File: src/rtl/core/gbsm_pkg.sv
// Shared constants, types, map tables and arithmetic helpers for the gimbal servo map.
`default_nettype none

package gbsm_pkg;

  localparam int ANGLE_FRAC_BITS = 8;

  // port widths
  localparam int SP_W      = 16;
  localparam int OFS_W     = 16;
  localparam int RAW_W     = 15;
  localparam int CMD_W     = 7;
  localparam int CFG_IDX_W = 1;

  // register indexes
  localparam logic [CFG_IDX_W-1:0] REG_PITCH_OFFSET = 1'b0;
  localparam logic [CFG_IDX_W-1:0] REG_YAW_OFFSET   = 1'b1;

  localparam logic [OFS_W-1:0] PITCH_OFFSET_RST = 16'd23040;
  localparam logic [OFS_W-1:0] YAW_OFFSET_RST   = 16'd22784;

  // grid geometry
  localparam int GRID_N    = 9;
  localparam int MAP_CELLS = GRID_N * GRID_N;
  localparam int CELL_MAX  = 7;
  localparam int IDX_W     = 3;
  localparam int AW        = $clog2(MAP_CELLS);
  localparam int LIM_DEG   = 20;
  localparam int STEP_DEG  = 5;
  localparam int LIM       = LIM_DEG << ANGLE_FRAC_BITS;
  localparam int STEP      = STEP_DEG << ANGLE_FRAC_BITS;

  // internal widths
  localparam int ROM_W   = ANGLE_FRAC_BITS + 7;  // |entry| < 64 deg, signed
  localparam int U_W     = ANGLE_FRAC_BITS + 6;  // shifted setpoint 0..40 deg
  localparam int WHOLE_W = 6;
  localparam int REM_W   = ANGLE_FRAC_BITS + 3;  // remainder 0..5 deg
  localparam int FR_W    = ANGLE_FRAC_BITS + 1;  // fraction 0..1.0
  localparam int DIV_K   = REM_W + 3;
  localparam int DIV_M   = ((2 ** DIV_K) + STEP_DEG - 1) / STEP_DEG;
  localparam int DIVP_W  = REM_W + DIV_K;
  localparam int LP_W    = ROM_W + FR_W + 2;
  localparam int SUM_W   = ((ROM_W > OFS_W + 1) ? ROM_W : OFS_W + 1) + 1;

  localparam int CMD_MIN = 60;
  localparam int CMD_MAX = 120;
  localparam int RAW_MAX = (2 ** (RAW_W - 1)) - 1;
  localparam int RAW_MIN = -(2 ** (RAW_W - 1));

  typedef logic signed [ROM_W-1:0] rom_t;
  typedef logic [FR_W-1:0]         frac_t;

  // map entries in millionths of a degree, [yaw row][pitch column] row-major
  localparam int TOP_MICRO [MAP_CELLS] = '{
    -1306221,   5164407,  11298533,  17210218,  23018482,  28964504,  35107468,  41307199,
    47574315,
    -6744026,   -423434,   5579505,  11364200,  16952160,  23106720,  29067197,  35066980,
    41111088,
    -12117680, -5909759,         0,   5711151,  11170965,  17252006,  23077774,  28932407,
    34818812,
    -17492678, -11368308, -5512334,    155048,   5554293,  11437110,  17176252,  22937908,
    28724942,
    -23018482, -16753008, -10928924, -5272502,         0,   5272502,  10928924,  16753008,
    23018482,
    -28724942, -22937908, -17176252, -11437110, -5554293,   -155048,   5512334,  11368308,
    17492678,
    -34818812, -28932407, -23077774, -17252006, -11170965, -5711151,         0,   5909759,
    12117680,
    -41111088, -35066980, -29067197, -23106720, -16952160, -11364200, -5579505,    423434,
    6744026,
    -47574315, -41307199, -35107468, -28964504, -23018482, -17210218, -11298533, -5164407,
    1306221
  };

  localparam int BOT_MICRO [MAP_CELLS] = '{
    -42129333, -36747015, -31198556, -25576657, -20467741, -15181597,  -9390883,  -3672455,
    2003914,
    -37334843, -32062079, -26586062, -21008485, -15836313,  -9940778,  -4361664,   1184972,
    6715591,
    -31979404, -26824999, -21443005, -15937261, -10753458,  -4804774,    643552,   6080286,
    11513122,
    -26390838, -21336456, -16038791, -10598426,  -5420747,    306039,   5683913,  11059438,
    16433658,
    -21364376, -16268496, -10949558,  -5498094,         0,   5498094,  10949558,  16268496,
    21364376,
    -16433658, -11059438,  -5683913,   -306039,   5420747,  10598426,  16038791,  21336456,
    26390838,
    -11513122,  -6080286,   -643552,   4804774,  10753458,  15937261,  21443005,  26824999,
    31979404,
    -6715591,   -1184972,   4361664,   9940778,  15836313,  21008485,  26586062,  32062079,
    37334843,
    -2003914,    3672455,   9390883,  15181597,  20467741,  25576657,  31198556,  36747015,
    42129333
  };

  // micro-degrees to fixed point, round half away from zero (elaboration only)
  function automatic rom_t rom_fixed(input int micro);
    longint m;
    longint a;
    longint q;
    m = longint'(micro);
    a = (m < 0) ? -m : m;
    q = ((a << ANGLE_FRAC_BITS) + 64'sd500000) / 64'sd1000000;
    return (m < 0) ? rom_t'(-q) : rom_t'(q);
  endfunction

  // clamp to +/-20 deg and shift to 0..40 deg
  function automatic logic [U_W-1:0] clamp_shift(input logic signed [SP_W-1:0] sp);
    int v;
    v = int'(sp);
    if (v < -LIM) begin
      v = -LIM;
    end else if (v > LIM) begin
      v = LIM;
    end
    return U_W'(v + LIM);
  endfunction

  // q0 + trunc(f * (q1 - q0)), truncation toward zero
  function automatic rom_t lerp(input rom_t q0, input rom_t q1, input frac_t f);
    logic signed [ROM_W:0]   d;
    logic signed [LP_W-1:0]  p;
    logic signed [LP_W-1:0]  t;
    d = (ROM_W + 1)'(q1) - (ROM_W + 1)'(q0);
    p = LP_W'(d) * LP_W'($signed({1'b0, f}));
    t = p[LP_W-1] ? -((-p) >>> ANGLE_FRAC_BITS) : (p >>> ANGLE_FRAC_BITS);
    return rom_t'(LP_W'(q0) + t);
  endfunction

  // whole degrees, truncated toward zero, saturated to the servo range
  function automatic logic [CMD_W-1:0] to_cmd(input logic signed [SUM_W-1:0] s);
    logic signed [SUM_W-1:0] d;
    d = s[SUM_W-1] ? -((-s) >>> ANGLE_FRAC_BITS) : (s >>> ANGLE_FRAC_BITS);
    if (d < CMD_MIN) begin
      return CMD_W'(CMD_MIN);
    end else if (d > CMD_MAX) begin
      return CMD_W'(CMD_MAX);
    end
    return CMD_W'(d);
  endfunction

  function automatic logic [RAW_W-1:0] raw_sat(input rom_t v);
    if (v < RAW_MIN) begin
      return RAW_W'(RAW_MIN);
    end else if (v > RAW_MAX) begin
      return RAW_W'(RAW_MAX);
    end
    return RAW_W'(v);
  endfunction

endpackage

`default_nettype wire

File: src/rtl/core/gimbal_bilinear_servo_map.sv
// Gimbal servo map: six-stage bilinear lookup of top and bottom servo angles.
// A word taken with start passes registers S1 to S6 and then shows on the out_ ports
//   (out_valid high for one cycle). Throughput: one word per clock; every stage takes a
//   new word each cycle and no multiplier or table port is shared between words.
// busy is high in reset and stays high until a clock edge samples rst_n high, low from
//   then on, so start is otherwise never refused; results cannot be held off.
// Reset (rst_n low, synchronous): all stage valids clear, offsets return to defaults.
`default_nettype none

module gimbal_bilinear_servo_map (
  input  wire                                      clk,
  input  wire                                      rst_n,
  // setpoint word
  input  wire                                      start,
  output logic                                     busy,
  input  wire  signed [gbsm_pkg::SP_W-1:0]         in_pitch_setpoint,
  input  wire  signed [gbsm_pkg::SP_W-1:0]         in_yaw_setpoint,
  // result word
  output logic                                     out_valid,
  output logic signed [gbsm_pkg::RAW_W-1:0]        out_top_angle_raw,
  output logic signed [gbsm_pkg::RAW_W-1:0]        out_bottom_angle_raw,
  output logic        [gbsm_pkg::CMD_W-1:0]        out_top_servo_cmd,
  output logic        [gbsm_pkg::CMD_W-1:0]        out_bottom_servo_cmd,
  // register writes
  input  wire                                      cfg_valid,
  output logic                                     cfg_ready,
  input  wire         [gbsm_pkg::CFG_IDX_W-1:0]    cfg_index,
  input  wire         [gbsm_pkg::OFS_W-1:0]        cfg_data
);

  import gbsm_pkg::*;

  // ---------------------------------------------------------------------------
  // Constant map tables, fixed point, built at elaboration
  // ---------------------------------------------------------------------------
  rom_t top_rom [MAP_CELLS];
  rom_t bot_rom [MAP_CELLS];

  for (genvar g = 0; g < MAP_CELLS; g++) begin : g_rom
    localparam rom_t TOP_Q = rom_fixed(TOP_MICRO[g]);
    localparam rom_t BOT_Q = rom_fixed(BOT_MICRO[g]);
    assign top_rom[g] = TOP_Q;
    assign bot_rom[g] = BOT_Q;
  end

  // ---------------------------------------------------------------------------
  // Control: always ready once out of reset
  // ---------------------------------------------------------------------------
  logic busy_r;
  logic accept;

  always_ff @(posedge clk) begin
    busy_r <= ~rst_n;
  end

  assign busy      = busy_r;
  assign cfg_ready = 1'b1;
  assign accept    = start & ~busy_r;

  // ---------------------------------------------------------------------------
  // Offset registers
  // ---------------------------------------------------------------------------
  logic [OFS_W-1:0] pitch_ofs_r;
  logic [OFS_W-1:0] yaw_ofs_r;

  always_ff @(posedge clk) begin
    if (!rst_n) begin
      pitch_ofs_r <= PITCH_OFFSET_RST;
      yaw_ofs_r   <= YAW_OFFSET_RST;
    end else if (cfg_valid && cfg_ready) begin
      case (cfg_index)
        REG_PITCH_OFFSET: pitch_ofs_r <= cfg_data;
        REG_YAW_OFFSET:   yaw_ofs_r   <= cfg_data;
        default: ;
      endcase
    end
  end

  // ---------------------------------------------------------------------------
  // Stage valids
  // ---------------------------------------------------------------------------
  logic [5:0] vld_r;

  always_ff @(posedge clk) begin
    if (!rst_n) begin
      vld_r <= '0;
    end else begin
      vld_r <= {vld_r[4:0], accept};
    end
  end

  // ---------------------------------------------------------------------------
  // S1: clamp to +/-20 deg, shift to 0..40 deg
  // ---------------------------------------------------------------------------
  logic [U_W-1:0] s1_pu_r, s1_yu_r;

  always_ff @(posedge clk) begin
    s1_pu_r <= clamp_shift(in_pitch_setpoint);
    s1_yu_r <= clamp_shift(in_yaw_setpoint);
  end

  // ---------------------------------------------------------------------------
  // S2: cell index (clamped to 7), remainder inside cell, map address
  // ---------------------------------------------------------------------------
  logic [IDX_W-1:0] col_nxt, row_nxt;
  logic [REM_W-1:0] s2_prem_r, s2_yrem_r;
  logic [AW-1:0]    s2_base_r;

  always_comb begin
    col_nxt = '0;
    row_nxt = '0;
    for (int k = 1; k <= CELL_MAX; k++) begin
      if (s1_pu_r[U_W-1 -: WHOLE_W] >= WHOLE_W'(STEP_DEG * k)) col_nxt = IDX_W'(k);
      if (s1_yu_r[U_W-1 -: WHOLE_W] >= WHOLE_W'(STEP_DEG * k)) row_nxt = IDX_W'(k);
    end
  end

  always_ff @(posedge clk) begin
    s2_prem_r <= REM_W'(s1_pu_r - U_W'(int'(col_nxt) * STEP));
    s2_yrem_r <= REM_W'(s1_yu_r - U_W'(int'(row_nxt) * STEP));
    s2_base_r <= AW'(int'(row_nxt) * GRID_N + int'(col_nxt));
  end

  // ---------------------------------------------------------------------------
  // S3: fraction = remainder / 5 by reciprocal multiply; read four corners
  // ---------------------------------------------------------------------------
  logic [DIVP_W-1:0] pdiv, ydiv;
  frac_t             s3_pf_r, s3_yf_r;
  rom_t              s3_t11_r, s3_t12_r, s3_t21_r, s3_t22_r;
  rom_t              s3_b11_r, s3_b12_r, s3_b21_r, s3_b22_r;

  assign pdiv = DIVP_W'(s2_prem_r) * DIVP_W'(DIV_M);
  assign ydiv = DIVP_W'(s2_yrem_r) * DIVP_W'(DIV_M);

  always_ff @(posedge clk) begin
    s3_pf_r  <= FR_W'(pdiv >> DIV_K);
    s3_yf_r  <= FR_W'(ydiv >> DIV_K);
    s3_t11_r <= top_rom[s2_base_r];
    s3_t12_r <= top_rom[AW'(s2_base_r + AW'(1))];
    s3_t21_r <= top_rom[AW'(s2_base_r + AW'(GRID_N))];
    s3_t22_r <= top_rom[AW'(s2_base_r + AW'(GRID_N + 1))];
    s3_b11_r <= bot_rom[s2_base_r];
    s3_b12_r <= bot_rom[AW'(s2_base_r + AW'(1))];
    s3_b21_r <= bot_rom[AW'(s2_base_r + AW'(GRID_N))];
    s3_b22_r <= bot_rom[AW'(s2_base_r + AW'(GRID_N + 1))];
  end

  // ---------------------------------------------------------------------------
  // S4: interpolate along pitch on both rows of the cell
  // ---------------------------------------------------------------------------
  rom_t  s4_ta_r, s4_tb_r, s4_ba_r, s4_bb_r;
  frac_t s4_yf_r;

  always_ff @(posedge clk) begin
    s4_ta_r <= lerp(s3_t11_r, s3_t12_r, s3_pf_r);
    s4_tb_r <= lerp(s3_t21_r, s3_t22_r, s3_pf_r);
    s4_ba_r <= lerp(s3_b11_r, s3_b12_r, s3_pf_r);
    s4_bb_r <= lerp(s3_b21_r, s3_b22_r, s3_pf_r);
    s4_yf_r <= s3_yf_r;
  end

  // ---------------------------------------------------------------------------
  // S5: interpolate along yaw
  // ---------------------------------------------------------------------------
  rom_t s5_top_r, s5_bot_r;

  always_ff @(posedge clk) begin
    s5_top_r <= lerp(s4_ta_r, s4_tb_r, s4_yf_r);
    s5_bot_r <= lerp(s4_ba_r, s4_bb_r, s4_yf_r);
  end

  // ---------------------------------------------------------------------------
  // S6: raw saturation, offsets, whole-degree commands
  // ---------------------------------------------------------------------------
  logic signed [SUM_W-1:0] top_sum, bot_sum;

  assign top_sum = SUM_W'(s5_top_r) + SUM_W'($signed({1'b0, pitch_ofs_r}));
  assign bot_sum = SUM_W'($signed({1'b0, yaw_ofs_r})) - SUM_W'(s5_bot_r);

  logic signed [RAW_W-1:0] out_top_raw_r, out_bot_raw_r;
  logic [CMD_W-1:0]        out_top_cmd_r, out_bot_cmd_r;

  always_ff @(posedge clk) begin
    out_top_raw_r <= raw_sat(s5_top_r);
    out_bot_raw_r <= raw_sat(s5_bot_r);
    out_top_cmd_r <= to_cmd(top_sum);
    out_bot_cmd_r <= to_cmd(bot_sum);
  end

  assign out_valid            = vld_r[5];
  assign out_top_angle_raw    = out_top_raw_r;
  assign out_bottom_angle_raw = out_bot_raw_r;
  assign out_top_servo_cmd    = out_top_cmd_r;
  assign out_bottom_servo_cmd = out_bot_cmd_r;

endmodule

`default_nettype wire

File: config.mk
export PLATFORM = sky130hd
export DESIGN_NAME = gimbal_bilinear_servo_map
export DESIGN_NICKNAME = d
export VERILOG_FILES = /design/src/rtl/core/gbsm_pkg.sv /design/src/rtl/core/gimbal_bilinear_servo_map.sv
export SDC_FILE = /design/constraint.sdc
export NUM_CORES = 2
export LEC_CHECK = 0
export BUFFER_PORTS_ARGS = -buffer_cell sky130_fd_sc_hd__buf_2
export CORE_MARGIN = 3
export CORE_UTILIZATION = 30
export CTS_CLUSTER_DIAMETER = 60
export DETAILED_ROUTE_END_ITERATION = 10
export PLACE_DENSITY = 0.56
export SYNTH_ARGS = -nofsm -noshare
export SYNTH_HDL_FRONTEND = slang
export SYNTH_SLANG_ARGS = --single-unit
File: constraint.sdc
create_clock -name clk -period 11.5 [get_ports clk]
set_input_delay 1.15 -clock clk [delete_from_list [all_inputs] [get_ports clk]]
set_output_delay 1.15 -clock clk [all_outputs]
set_load 0.03 [all_outputs]
## Yosys cells after proc, flatten, opt, wreduce, memory -nomap -nowiden

Memory sizes are Yosys's and may differ from the RTL's. A register that Yosys moved wholly into a read port is not among the register bits.
Index checks and enable logic that the tools add are counted.
Widths: inputs -> output; s select.

| cells by class | value |
|---|---|
| add/subtract/negate cells | 38 |
| multipliers | 11 |
| order comparisons | 26 |
| mux-type cells | 46 |
| bitwise logic cells | 8 |
| reduce and logical (&&, ||, !) cells | 2 |

Operators by type and width:

| cell | number |
|---|---|
| $mux 15 | 12 |
| $mul 16x10->26 | 6 |
| $neg 23->23 | 6 |
| $sub 15x15->16 | 6 |
| $add 15x15->15 | 6 |
| $neg 15->15 | 6 |
| $mux 14 | 4 |
| $mul 11x12->23 const B | 2 |
| $mux 7 | 6 |
| $ge 6x5->1 const B | 6 |
| $gt 18x8->1 const B | 2 |
| $lt 18x7->1 const B | 2 |
| $mux 18 | 2 |
| $mux 3 | 12 |
| $neg 10->18 | 2 |
| $neg 18->18 | 2 |
| $gt 16x14->1 const B | 2 |
| $lt 16x14->1 const B | 2 |
| $not 7->8 | 4 |
| $gt 15x15->1 const B | 2 |
| $lt 15x15->1 const B | 2 |
| $add 14x14->14 const B | 2 |
| $ge 6x4->1 const B | 4 |
| $sub 11x11->11 | 2 |
| 13 further kinds | 29 |

| storage, ports and cells | value |
|---|---|
| register bits | 257 |
| ROM bits | 15360 |
| input port bits | 53 |
| memories kept | 8 |

Memories:

| memory | depth | width | read ports | clocked after Yosys merged registers in | write ports | line | source |
|---|---|---|---|---|---|---|---|
| (name not given) | 128 | 15 | 1 | 1 | 0 | gimbal_bilinear_servo_map.sv:145 | `s3_b22_r <= bot_rom[AW'(s2_base_r + AW'(GRID_N + 1))];` |
| (name not given) | 128 | 15 | 1 | 1 | 0 | gimbal_bilinear_servo_map.sv:144 | `s3_b21_r <= bot_rom[AW'(s2_base_r + AW'(GRID_N))];` |
| (name not given) | 128 | 15 | 1 | 1 | 0 | gimbal_bilinear_servo_map.sv:143 | `s3_b12_r <= bot_rom[AW'(s2_base_r + AW'(1))];` |
| (name not given) | 128 | 15 | 1 | 1 | 0 | gimbal_bilinear_servo_map.sv:142 | `s3_b11_r <= bot_rom[s2_base_r];` |
| (name not given) | 128 | 15 | 1 | 1 | 0 | gimbal_bilinear_servo_map.sv:141 | `s3_t22_r <= top_rom[AW'(s2_base_r + AW'(GRID_N + 1))];` |
| (name not given) | 128 | 15 | 1 | 1 | 0 | gimbal_bilinear_servo_map.sv:140 | `s3_t21_r <= top_rom[AW'(s2_base_r + AW'(GRID_N))];` |
| 2 more memories | - | - | - | - | - | - |  |

## Logic depth before layout (Yosys ltp)

| depth | value |
|---|---|
| depth after elaboration | 10 |
| mapped depth | 48 |

## Worst setup path after synthesis

Ideal clock, no wire load.

| timing | value |
|---|---|
| path kind | reg-to-reg |
| from | register s4_bb_r[0] |
| to | register s5_bot_r[14] |
| data arrival time | 10.088 ns |
| data required time | 11.379 ns |
| slack | 1.291 ns |
| stages on the path, launching flop included | 47 |
| clock period less this slack | 10.209 ns |
| cells stage by stage | dfxtp_1 -> inv_1 -> ha_1 -> fa_1 -> nor2b_1 -> o21ai_0 -> a21boi_0 -> o21ai_0 -> a21boi_0 -> o21ai_0 -> a21boi_0 -> o211ai_1 -> o311ai_1 -> nand2_1 -> fa_1 -> inv_1 -> fa_1 -> fa_1 -> [11 not listed] -> o221ai_1 -> a221o_1 -> xnor2_1 -> nand2_1 -> xnor2_1 -> ha_1 -> fa_1 -> a21o_1 -> a21oi_1 -> nor2b_1 -> o21a_1 -> o21ai_0 -> nand2b_1 -> a211o_1 -> a31o_2 -> a21oi_1 -> xnor2_1 -> xnor2_1 |

| between the ends | value |
|---|---|
| word-level cells in the longest chain between the ends | 6 |

RTL lines:

| element | line | source |
|---|---|---|
| start: declaration | gimbal_bilinear_servo_map.sv:151 | `rom_t s4_ta_r, s4_tb_r, s4_ba_r, s4_bb_r;` |
| start signal: assignment | gimbal_bilinear_servo_map.sv:158 | `s4_bb_r <= lerp(s3_b21_r, s3_b22_r, s3_pf_r);` |
| $sub 15x15->16 * | gbsm_pkg.sv:124 | `d = (ROM_W + 1)'(q1) - (ROM_W + 1)'(q0);` |
| $mul 16x10->26 * | gbsm_pkg.sv:125 | `p = LP_W'(d) * LP_W'($signed({1'b0, f}));` |
| $neg 23->23 | gbsm_pkg.sv:126 | `t = p[LP_W-1] ? -((-p) >>> ANGLE_FRAC_BITS) : (p >>> ANGLE_FRAC_BITS);` |
| $neg 15->15 | gbsm_pkg.sv:126 |  |
| $mux 15 * | gbsm_pkg.sv:126 |  |
| $add 15x15->15 * | gbsm_pkg.sv:127 | `return rom_t'(LP_W'(q0) + t);` |
| end signal: assignment | gimbal_bilinear_servo_map.sv:169 | `s5_bot_r <= lerp(s4_ba_r, s4_bb_r, s4_yf_r);` |
| end: declaration | gimbal_bilinear_servo_map.sv:165 | `rom_t s5_top_r, s5_bot_r;` |

Mark *: on every way between the ends. The rest lies on a longest branch, timed or not.
A chain may end at the register's enable or synchronous reset.

## Worst setup path after layout

| timing | value |
|---|---|
| from | register s3_t21_r[1] |
| to | register s4_tb_r[13] |

| between the ends | value |
|---|---|
| word-level cells in the longest chain between the ends | 6 |

RTL lines:

| element | line | source |
|---|---|---|
| start: declaration | gimbal_bilinear_servo_map.sv:129 | `rom_t s3_t11_r, s3_t12_r, s3_t21_r, s3_t22_r;` |
| $sub 15x15->16 | gbsm_pkg.sv:124 |  |
| $mul 16x10->26 | gbsm_pkg.sv:125 |  |
| $neg 23->23 | gbsm_pkg.sv:126 |  |
| $neg 15->15 | gbsm_pkg.sv:126 |  |
| $mux 15 | gbsm_pkg.sv:126 |  |
| $add 15x15->15 * | gbsm_pkg.sv:127 |  |
| end signal: assignment | gimbal_bilinear_servo_map.sv:156 | `s4_tb_r <= lerp(s3_t21_r, s3_t22_r, s3_pf_r);` |
| end: declaration | gimbal_bilinear_servo_map.sv:151 |  |

Marked as above.

==> summary.txt <==
Min path
  – Min-Delay Path Class: flip-flop to flip-flop
  – Hold worst-path end: s4_yf_r[8]
  – Hold path depth: 0
  – Min-delay src: s3_yf_r[8]

Global route
  – Met3 usage: 0.03821
  – Met1 global-route usage: 0.2685
  – Most used routing layer: met2
  – Initial antenna violation count: 29
  – Met2 usage: 0.3285
  – Vias in the first global route: 63560
  – Total GRT Usage: 0.2047
  – GR Overflow Total: 0
  – First-pass GRT wire length: 382.2 mm
  – Largest net degree at the start of global routing: 170

STA
  – Crit share post-route: 0.9410
  – Skew final: 0.03428 ns
  – Min Hold Slack: 0.3142 ns
  – Slew headroom: 0.1232
  – Final min period: 10.82 ns
  – Fin. Hold Viols: 0
  – FMAX: 92.41 MHz
  – Fin. max-slew vios: 0
  – Worst slew pin tran: 1.310 ns
  – Final setup vio count: 0

Setup path
  – Critical Path Max Stage Delay: 0.56 ns
  – Critical-path maximum fanout: 9
  – Critical path launch point type: flip-flop
  – Crit path required time: 12.13 ns
  – Worst path top cell family by delay: compound AO/OA/AOI/OAI gates
  – Worst reg2reg startpoint: s3_t21_r[1]
  – Crit path DAT: 11.46 ns
  – Slowest cell on the critical path: fa_1
  – Crit path buffers/inverters: 5
  – Setup crit end kind: flip-flop
  – Worst setup path category: flip-flop to flip-flop
  – Most frequent CP cell: a21oi_1
  – R2r worst-path depth: 44
  – Reg-to-reg endpoint: s4_tb_r[13]
  – Flop-to-flop setup slack: 0.68 ns

Logic synthesis
  – Synth Cell Area: 0.06973 sq mm
  – Flops & latches, synth: 377
  – Mapped Cells: 8810
  – Syn_area_per_cell: 7.915 sq um
  – Post-synth EDFFs: 0
  – Ys async rst share: 0
  – Yosys cell types: 98
  – Ys Warns: 0
  – Post-synthesis sequential area ratio: 0.1082
  – Syn nets: 10450
  – Synth Flop Type: dfxtp_1

Flow run
  – Number of max-cap violations: 0

Clock tree
  – Latest clock arrival within the worst-skew pair: 0.68 ns
  – Clk slew on worst S/H paths: 0.06 ns
  – CTS max path bufs: 3
  – Total clock sinks: 377
  – CTS tree: built
  – Root buffer cell: clkbuf_16
  – Cts hold-fix bufs: 0
  – Total CTS buffers: 55
  – Htree depth: 2

Routing
  – Routed vias/inst: 5.353
  – First-iteration detailed-routing DRC count: 5808
  – Residual DRC: 0
  – Wire per inst: 21.06 um
  – 1st-pass router iterations: 7
  – DR vias: 63180
  – Antenna viol nets, final: 0
  – Routed WL: 248.6 mm

Layout
  – Finished Cell Area: 0.07621 sq mm
  – Fin util: 0.3305
  – Area Growth Syn to Fin: 9.286%
  – Fillers: 24190
  – Share of cells above drive strength 1: 0.05980
  – Final net count: 10360

Placed design
  – I/O Buffers: 98
  – GP Congestion: 1.016
  – Post-DP HPWL: 194.0 mm
  – Placement Cell Area: 0.07404 sq mm

Floorplanning
  – Starting Density: 0.3024
  – Die area: 0.2383 sq mm
  – Ports: 100
  – Die Y: 488.1 um
  – CORE AREA: 0.2306 sq mm
  – Die X: 488.1 um
  – Row count: 176

Run status
  – Status: finished, final reports clean
-- cells in the final DEF (no fill, tap or decap), types with 76 or more instances in the layout --
cell | Yosys | routed
buf_4 | 1 | 176
a21oi_1 | 510 | 508
a21o_1 | 88 | 88
o21ai_0 | 446 | 442
nand3_1 | 155 | 155
ha_1 | 767 | 763
inv_1 | 1282 | 1281
nand2_1 | 1005 | 1003
a31oi_1 | 103 | 102
nor2b_1 | 153 | 153
xnor2_1 | 320 | 299
nor3_1 | 181 | 180
a211oi_1 | 109 | 108
and2_1 | 336 | 336
xor2_1 | 129 | 122
nand2b_1 | 76 | 76
fa_1 | 819 | 819
o211ai_1 | 86 | 86
nor2_1 | 555 | 552
dfxtp_1 | 377 | 361
buf_2 | 1 | 98
-- cells by family (layout without fill, tap and decap cells) --
kind of cell	after synthesis	count (layout)	share of synthesized area
mux	29	29	0.005831
other cells	1	16	0.00005378
flops	377	377	0.1082
simple gates	2751	2751	0.1879
xor+xnor	453	453	0.05769
buf+inv	1714	1667	0.09234
fa+ha+maj	1590	1590	0.3733
compound gates	1895	1895	0.1747
-- routing by layer --
| layer | up-vias | wire (um) |
|---|---|---|
| met2 | 2528 | 110800 |
| met4 | 12 | 12420 |
| li1 | 29210 | - |
| met1 | 30860 | 105600 |
| met5 | - | 81 |
| met3 | 578 | 19650 |
-- Yosys cell counts, types with 17 or more instances --
| cell | instances | area share |
|---|---|---|
| a221oi_1 | 26 | 0.0033 |
| a31oi_1 | 103 | 0.0092 |
| nor4_1 | 43 | 0.0039 |
| buf_1 | 57 | 0.0031 |
| a21o_1 | 88 | 0.0095 |
| clkbuf_1 | 367 | 0.020 |
| xor2_1 | 129 | 0.016 |
| o21a_1 | 54 | 0.0058 |
| o21ai_0 | 446 | 0.032 |
| a2111oi_0 | 27 | 0.0034 |
| nand2b_1 | 76 | 0.0068 |
| a31o_2 | 17 | 0.0021 |
| o22ai_1 | 47 | 0.0042 |
| nand3_1 | 155 | 0.011 |
| fa_1 | 819 | 0.24 |
| or2_2 | 23 | 0.0021 |
| o221ai_1 | 22 | 0.0028 |
| inv_1 | 1282 | 0.069 |
| mux2i_1 | 17 | 0.0024 |
| a21boi_0 | 27 | 0.0029 |
| and2_1 | 336 | 0.030 |
| a311oi_1 | 40 | 0.0050 |
| nor2b_1 | 153 | 0.014 |
| xnor2_1 | 320 | 0.040 |
| or3_1 | 46 | 0.0041 |
| o21bai_1 | 33 | 0.0036 |
| dfxtp_1 | 377 | 0.11 |
| o31ai_1 | 35 | 0.0038 |
| a21oi_1 | 510 | 0.037 |
| nand4_1 | 36 | 0.0032 |
| ha_1 | 767 | 0.14 |
| o211ai_1 | 86 | 0.0093 |
| a211oi_1 | 109 | 0.012 |
| nand2_1 | 1005 | 0.054 |
| and3_1 | 44 | 0.0039 |
| nor3_1 | 181 | 0.013 |
| o2111ai_1 | 20 | 0.0025 |
| o311ai_0 | 46 | 0.0058 |
| nor2_1 | 555 | 0.030 |
-- worst max path at each step --
stage | end | slack [ns] | depth (start not counted) | from
floorplan | s5_bot_r[14] | 1.29 | 46 | s4_bb_r[0]
global placement | s4_ta_r[14] | 0.23 | 45 | s3_t11_r[1]
detailed placement | s4_ta_r[14] | 0.23 | 45 | s3_t11_r[1]
CTS | s4_ta_r[14] | 0.20 | 45 | s3_t11_r[1]
global route | s4_tb_r[13] | -0.08 | 46 | s3_t22_r[0]
finish | s4_tb_r[13] | 0.68 | 44 | s3_t21_r[1]
-- state kept, by name, indices dropped and copies added, names as in the netlist, 14 cells and up --
| signal | flops |
|---|---|
| out_bottom_angle_raw | 15 |
| out_top_angle_raw | 15 |
| pitch_ofs_r | 16 |
| s1_pu_r | 14 |
| s1_yu_r | 14 |
| s3_b11_r | 15 |
| s3_b12_r | 15 |
| s3_b21_r | 15 |
| s3_b22_r | 15 |
| s3_t11_r | 15 |
| s3_t12_r | 15 |
| s3_t21_r | 15 |
| s3_t22_r | 15 |
| s4_ba_r | 15 |
| s4_bb_r | 15 |
| s4_ta_r | 15 |
| s4_tb_r | 15 |
| s5_bot_r | 15 |
| s5_top_r | 15 |
| yaw_ofs_r | 16 |
-- final cells by class --
cell class                      count  area (sq um)  area share
Antenna cell                       15         37.54   0.0004926
Clock buffer                       63          1468     0.01926
Clock inverter                     37         435.4    0.005714
Inverter                         1288          4835     0.06344
Multi-Input combinational cell   6719         56180      0.7372
Sequential cell                   377          7570     0.09933
Tap cell                         3026          3786     0.04968
Timing Repair Buffer              279          1899     0.02492
-- worst register-to-register path: cells and delay by family, from the launching register on --
family | cells | cell delay, ns
compound gates | 22 | 5.06
fa+ha+maj | 8 | 3.40
xor+xnor | 3 | 0.72
simple gates | 6 | 0.79
buf+inv | 5 | 0.35
flops | 1 | 0.45
-- per-stage QoR --
step	TNS (ns)	std cells	setup slack (ns)
detailed placement	0	11680	0.2309
finish	0	11800	0.6782
global placement	0	11680	0.2343
CTS	0	11780	0.2025
floorplan	0	8810	1.291
global route	-0.1446	11790	-0.08288
-- what timing repair did --
action | in CTS | in global routing
endpoints found under the hold margin | 0 | 0
buffers inserted | 0 | 5
gates resized for setup | 0 | 34
setup endpoints to repair | 0 | 27
Power is left out: the tool's default activity adds up to more than one toggle a clock period on the data nets, which glitch-free logic cannot reach.
